<file path="src/hdl/dlcrf_pkg.sv">
// Package of the dust low complexity read filter: field widths, register
// indexes, class codes, the base coding function and the shared types.
// No dependencies.
package dlcrf_pkg;

  localparam int CODE_BITS       = 3;
  localparam int MAX_K_DEF       = 4;
  localparam int MAX_READ_LEN_DEF = 1024;

  localparam int CHAR_W      = 8;
  localparam int COUNT_W     = 11;
  localparam int EPOCH_W     = 16;
  localparam int SCORE_W     = 20;
  localparam int SCORE_OUT_W = 19;
  localparam int LEN_W       = 11;
  localparam int CLASS_W     = 2;
  localparam int MINLEN_W    = 11;
  localparam int KSZ_W       = 3;
  localparam int CUTOFF_W    = 16;
  localparam int CFG_IDX_W   = 2;
  localparam int CFG_DATA_W  = 16;
  localparam int QUEUE_DEPTH = 4;

  localparam logic [CFG_IDX_W-1:0] CFG_MIN_LENGTH  = 2'd0;
  localparam logic [CFG_IDX_W-1:0] CFG_KMER_SIZE   = 2'd1;
  localparam logic [CFG_IDX_W-1:0] CFG_DUST_CUTOFF = 2'd2;

  localparam logic [KSZ_W-1:0] KSZ_RESET = 3'd4;

  localparam logic [CLASS_W-1:0] CLASS_PASS  = 2'd0;
  localparam logic [CLASS_W-1:0] CLASS_SHORT = 2'd1;
  localparam logic [CLASS_W-1:0] CLASS_DUST  = 2'd2;

  localparam logic [CODE_BITS-1:0] CODE_OTHER = 3'd0;
  localparam logic [CODE_BITS-1:0] CODE_N     = 3'd1;
  localparam logic [CODE_BITS-1:0] CODE_A     = 3'd2;
  localparam logic [CODE_BITS-1:0] CODE_C     = 3'd3;
  localparam logic [CODE_BITS-1:0] CODE_G     = 3'd4;
  localparam logic [CODE_BITS-1:0] CODE_T     = 3'd5;

  localparam logic [CHAR_W-1:0] FOLD_LIMIT  = 8'd96;
  localparam logic [CHAR_W-1:0] FOLD_OFFSET = 8'd32;
  localparam logic [CHAR_W-1:0] CHAR_N = 8'h4E;
  localparam logic [CHAR_W-1:0] CHAR_A = 8'h41;
  localparam logic [CHAR_W-1:0] CHAR_C = 8'h43;
  localparam logic [CHAR_W-1:0] CHAR_G = 8'h47;
  localparam logic [CHAR_W-1:0] CHAR_T = 8'h54;

  localparam logic [COUNT_W-1:0] COUNT_MAX = '1;
  localparam logic [SCORE_W-1:0] SCORE_MAX = '1;
  localparam logic [SCORE_OUT_W-1:0] SCORE_OUT_MAX = '1;

  typedef struct packed {
    logic [EPOCH_W-1:0] epoch;
    logic [COUNT_W-1:0] count;
  } entry_t;

  typedef struct packed {
    logic [CLASS_W-1:0]     read_class;
    logic [LEN_W-1:0]       read_length;
    logic [SCORE_OUT_W-1:0] repeat_score;
    logic                   length_overflow;
  } result_t;

  function automatic logic [CODE_BITS-1:0] base_code(input logic [CHAR_W-1:0] c);
    logic [CHAR_W-1:0] u;
    logic [CODE_BITS-1:0] code;
    u = (c > FOLD_LIMIT) ? c - FOLD_OFFSET : c;
    case (u)
      CHAR_N:  code = CODE_N;
      CHAR_A:  code = CODE_A;
      CHAR_C:  code = CODE_C;
      CHAR_G:  code = CODE_G;
      CHAR_T:  code = CODE_T;
      default: code = CODE_OTHER;
    endcase
    return code;
  endfunction

endpackage

</file>
<file path="src/hdl/dlcrf_result_queue.sv">
// Small queue of finished result items between the scoring pipeline and
// the output channel. Depends on dlcrf_pkg.
module dlcrf_result_queue #(
  parameter int DEPTH = dlcrf_pkg::QUEUE_DEPTH
) (
  input  logic                         clk_i,
  input  logic                         rst_ni,
  input  logic                         push_i,
  input  dlcrf_pkg::result_t           push_data_i,
  input  logic                         pop_ready_i,
  output logic                         valid_o,
  output dlcrf_pkg::result_t           data_o,
  output logic [$clog2(DEPTH+1)-1:0]   count_o
);

  localparam int PTR_W = (DEPTH > 1) ? $clog2(DEPTH) : 1;
  localparam int CNT_W = $clog2(DEPTH + 1);

  dlcrf_pkg::result_t store_q [DEPTH];
  logic [PTR_W-1:0] head_q;
  logic [PTR_W-1:0] tail_q;
  logic [CNT_W-1:0] count_q;
  logic             pop;

  assign valid_o = (count_q != '0);
  assign data_o  = store_q[head_q];
  assign count_o = count_q;
  assign pop     = valid_o && pop_ready_i;

  always_ff @(posedge clk_i) begin
    if (push_i) begin
      store_q[tail_q] <= push_data_i;
    end
  end

  always_ff @(posedge clk_i or negedge rst_ni) begin
    if (!rst_ni) begin
      head_q  <= '0;
      tail_q  <= '0;
      count_q <= '0;
    end else begin
      if (push_i) begin
        tail_q <= (tail_q == PTR_W'(DEPTH - 1)) ? '0 : tail_q + 1'b1;
      end
      if (pop) begin
        head_q <= (head_q == PTR_W'(DEPTH - 1)) ? '0 : head_q + 1'b1;
      end
      if (push_i && !pop) begin
        count_q <= count_q + 1'b1;
      end else if (pop && !push_i) begin
        count_q <= count_q - 1'b1;
      end
    end
  end

endmodule

</file>
<file path="config.mk">
export PLATFORM = sky130hd
export DESIGN_NAME = dlcrf_result_queue
export DESIGN_NICKNAME = d
export VERILOG_FILES = /design/src/hdl/dlcrf_pkg.sv /design/src/hdl/dlcrf_result_queue.sv
export SDC_FILE = /design/constraint.sdc
export NUM_CORES = 1
export LEC_CHECK = 0
export ABC_CLOCK_PERIOD_IN_PS = 5300
export CORE_ASPECT_RATIO = 1.2
export CORE_MARGIN = 5
export CORE_UTILIZATION = 50
export CTS_BUF_LIST = sky130_fd_sc_hd__clkbuf_8
export DETAILED_ROUTE_END_ITERATION = 6
export DONT_BUFFER_PORTS = 1
export HOLD_SLACK_MARGIN = 0.03
export PLACE_DENSITY = 0.72
export SYNTH_ARGS = -nofsm -noshare
export SYNTH_HDL_FRONTEND = slang
export SYNTH_SLANG_ARGS = --single-unit
export TNS_END_PERCENT = 30
</file>
<file path="constraint.sdc">
create_clock -name clk_i -period 5.3 [get_ports clk_i]
set_clock_uncertainty 0.1 [all_clocks]
set_input_delay 0.795 -clock clk_i [delete_from_list [all_inputs] [get_ports clk_i]]
set_output_delay 0.795 -clock clk_i [all_outputs]
set_load 0.01 [all_outputs]
</file>
==> parameters.txt <==
Parameter                              Value

Critical path
  Startpoint type of the worst setup path    flip-flop
  Register-to-register path setup slack    3030 ps
  Worst setup path class    flip-flop to output pin
  Largest driver fanout on the critical path    21
  Launch point of the critical path    head_q[0]
  WP data arrival    2260 ps
  Type of element capturing the critical path    output pin
  Register-to-Register Path Depth    8
  R2R Path Start    count_o[0]
  Crit path required time    4410 ps
  Reg2reg end    count_o[2]

Clock tree
  Worst-skew pair later-pin latency    420 ps
  Count of instances resized after the clock tree is built    0
  Clock tree from TritonCTS    done
  CTS buffer count    17
  Library cell used as clock root buffer    clkbuf_8
  Max Root-Sink Buffers    2
  Total setup buffers inserted after CTS    0
  Clock H-tree levels    4
  Clock transition at the registers of the reported paths    80 ps
  Clock Sink Count    139

Pwr
  Power spent charging and discharging nets    856 µW
  Power per cell area    551 mW/mm²
  Clock network fraction of total power    30.5%
  Internal power contribution    2.33 mW
  Combinational share of power    20.6%
  LEAKAGE    1.88 nW
  Switching part of the total    26.8%
  Sequential cell fraction of total power    48.9%
  Peak ir drop on the vdd network    330 µV

Placed design
  HPWL after detailed placement    4820 µm
  Area after DPL    0.00532 mm²
  GP Congestion    0.715
  Port bufs    0

Floorplanning
  Number of top-level pins    74
  Standard-cell row count    41
  Placeable core area    0.0104 mm²
  Total die area    0.0126 mm²
  Starting density of the core    50.5%
  Chip width    103 µm
  Die Y    122 µm

Final layout
  Final Instance Area    0.00578 mm²
  Antenna diode count    0
  Layout net count    266
  Proportion of layout cells with a drive suffix above 1    28.6%
  Growth of design area from synthesis to finish    10.6%

Logic synthesis
  Count of unique library cells instantiated by Yosys    19
  Number of nets in the synthesized netlist    253
  Mapped Cells    209
  Cell area after technology mapping    0.00523 mm²
  Post-synthesis cell type with the largest combined area    edfxtp_1
  Asr flop ratio synth    5.04%
  Sequential area share after synthesis    79.1%
  Leading post-synthesis cells by instance count    edfxtp_1 (132), mux4_2 (28), dfrtp_1 (7)
  Count of flip-flops with a built-in enable after synthesis    132
  Cell with the most instances after synthesis    edfxtp_1
  Synthesized flop and latch total    139
  Yosys top cell area share    75.8%
  Top post-synthesis cells by area    edfxtp_1 (76%), mux4_2 (12%), dfrtp_1 (3.3%)
  Mean Syn Cell Area    25.0 µm²
  YS warnings    0
  Leading register cell type out of synthesis    edfxtp_1

Detailed routing
  Avg Vias per Cell    5.54
  Remaining antenna violation count after routing    0
  Number of search-and-repair iterations in the first detailed-routing pass    4
  First DRT Iteration DRCs    86
  Mean routed wirelength per cell    22.3 µm
  Vias after detailed routing    2011
  Drc violations    0
  Routed WL    8080 µm

Global route
  Antenna violations before repair    0
  Pin count of the biggest net entering global routing    36
  Total Routing Usage GR    13.7%
  Aggregate global routing overflow    0
  Via count of the first global-routing pass    2178
  Global-route wire length before repair    12200 µm

STA
  Slew of the pin with the lowest slew margin    904 ps
  Final critical-path share of the clock period    59.5%
  Number of setup violations in the final report    0
  Final Max Slew Viols    0
  Fin Setup TNS    0 ps
  Final period demand of the worst path    3150 ps
  RSZ-0062 raised after global routing    no
  Maximum frequency from static timing analysis    0.317 GHz
  Slew margin rel.    39.7%
  Final Hold Viols    0

Worst hold path
  Hold Path End    store_q[1][15]
  Number of cells on the worst hold path    0
  Worst min path class    input pin to flip-flop
  Critical hold path startpoint    push_data_i[15]

Outcome
  Run status    complete, no violations

Job
  Reported max-cap violation count    0
==> layout by cell type, fill, tap and decap left out, drive strengths merged <==
master,Yosys,layout
mux4,33,33
clkinvlp,0,1
xor2,2,2
or3,1,1
ha,6,6
and2,4,4
edfxtp,132,132
bufinv,0,6
clkbuf,0,17
nor2,3,3
o21ai,2,2
xnor2,1,1
clkinv,0,6
buf,8,1
mux2,3,3
nand2,3,3
dfrtp,7,7
inv,3,4
dlygate4sd3,0,1
fa,1,1
==> cell families (layout without fill, tap and decap cells) <==
group / count (synthesis) / count (layout) / synth area share [%]
xor gates and xnor gates: 3 / 3 / 0.502
buffers and inverters: 11 / 36 / 1.96
muxes: 36 / 36 / 15.2
and+or+nand+nor: 11 / 11 / 1.17
DFF: 139 / 139 / 79.1
adders and majority gates: 7 / 7 / 1.82
AOI/OAI and AO/OA: 2 / 2 / 0.191
==> worst max-delay path by stage <==
stage	slack, ps	depth (start not counted)	to
after floorplan	3170	8	count_o[2]
after detailed placement	2520	2	data_o[28]
after global placement	2520	2	data_o[28]
after global routing	1920	2	data_o[28]
final	2150	2	data_o[28]
after CTS	2040	2	data_o[28]
==> per-stage QoR <==
step | utilization (%) | setup WS [ps] | hold WS (ps) | cells | total power [mW]
after floorplan | - | 3170 | 399 | 209 | 2.17
after detailed placement | 51.3 | 2520 | 400 | 331 | 2.27
after global routing | 55.8 | 1920 | 325 | 363 | 3.34
final | 55.8 | 2150 | 365 | 363 | 3.19
after global placement | 51.3 | 2520 | 400 | 331 | 2.25
after CTS | 55.8 | 2040 | 337 | 363 | 3.24
==> flip-flops by register name, indices dropped and copies added, names as in the netlist <==
| signal | flops |
|---|---|
| tail_q | 2 |
| store_q | 132 |
| head_q | 2 |
| count_o | 3 |
==> power by group through the flow <==
stage / registers, mW / logic [mW] / clock network (mW)
floorplan: 1.49 / 0.681 / 0
global placement: 1.58 / 0.670 / 0
detailed placement: 1.59 / 0.680 / 0
CTS: 1.57 / 0.681 / 0.986
global route: 1.59 / 0.715 / 1.04
finish: 1.56 / 0.655 / 0.973
==> repair_timing <==
item / in CTS / in global routing
hold buffers: 1 / 0
setup endpoints to repair: 0 / 0
hold endpoints to repair: 7 / 0
==> worst max-delay path, cell delays in order (launching register included) <==
cell and delay, ps:
dfrtp_2 670, buf_4 470, mux4_1 690
==> per-layer routing <==
metal,vias up,track usage (%),part of all wire (%)
li1,897,-,-
met1,1039,15.9,38
met2,65,21.7,52
met3,10,6.64,8.4
met4,0,5.59,1.4
met5,-,0,0
==> layout make-up <==
type                    count  area [µm²]
clock buffers              17         234
clock inverters            14         225
fillers                   782        4580
inverters                   3        11.3
multi-input cells          59         993
flip-flops and latches    139        4140
well taps                 129         161
repair buffers              2        17.5
(Power assumes the default switching activity.)
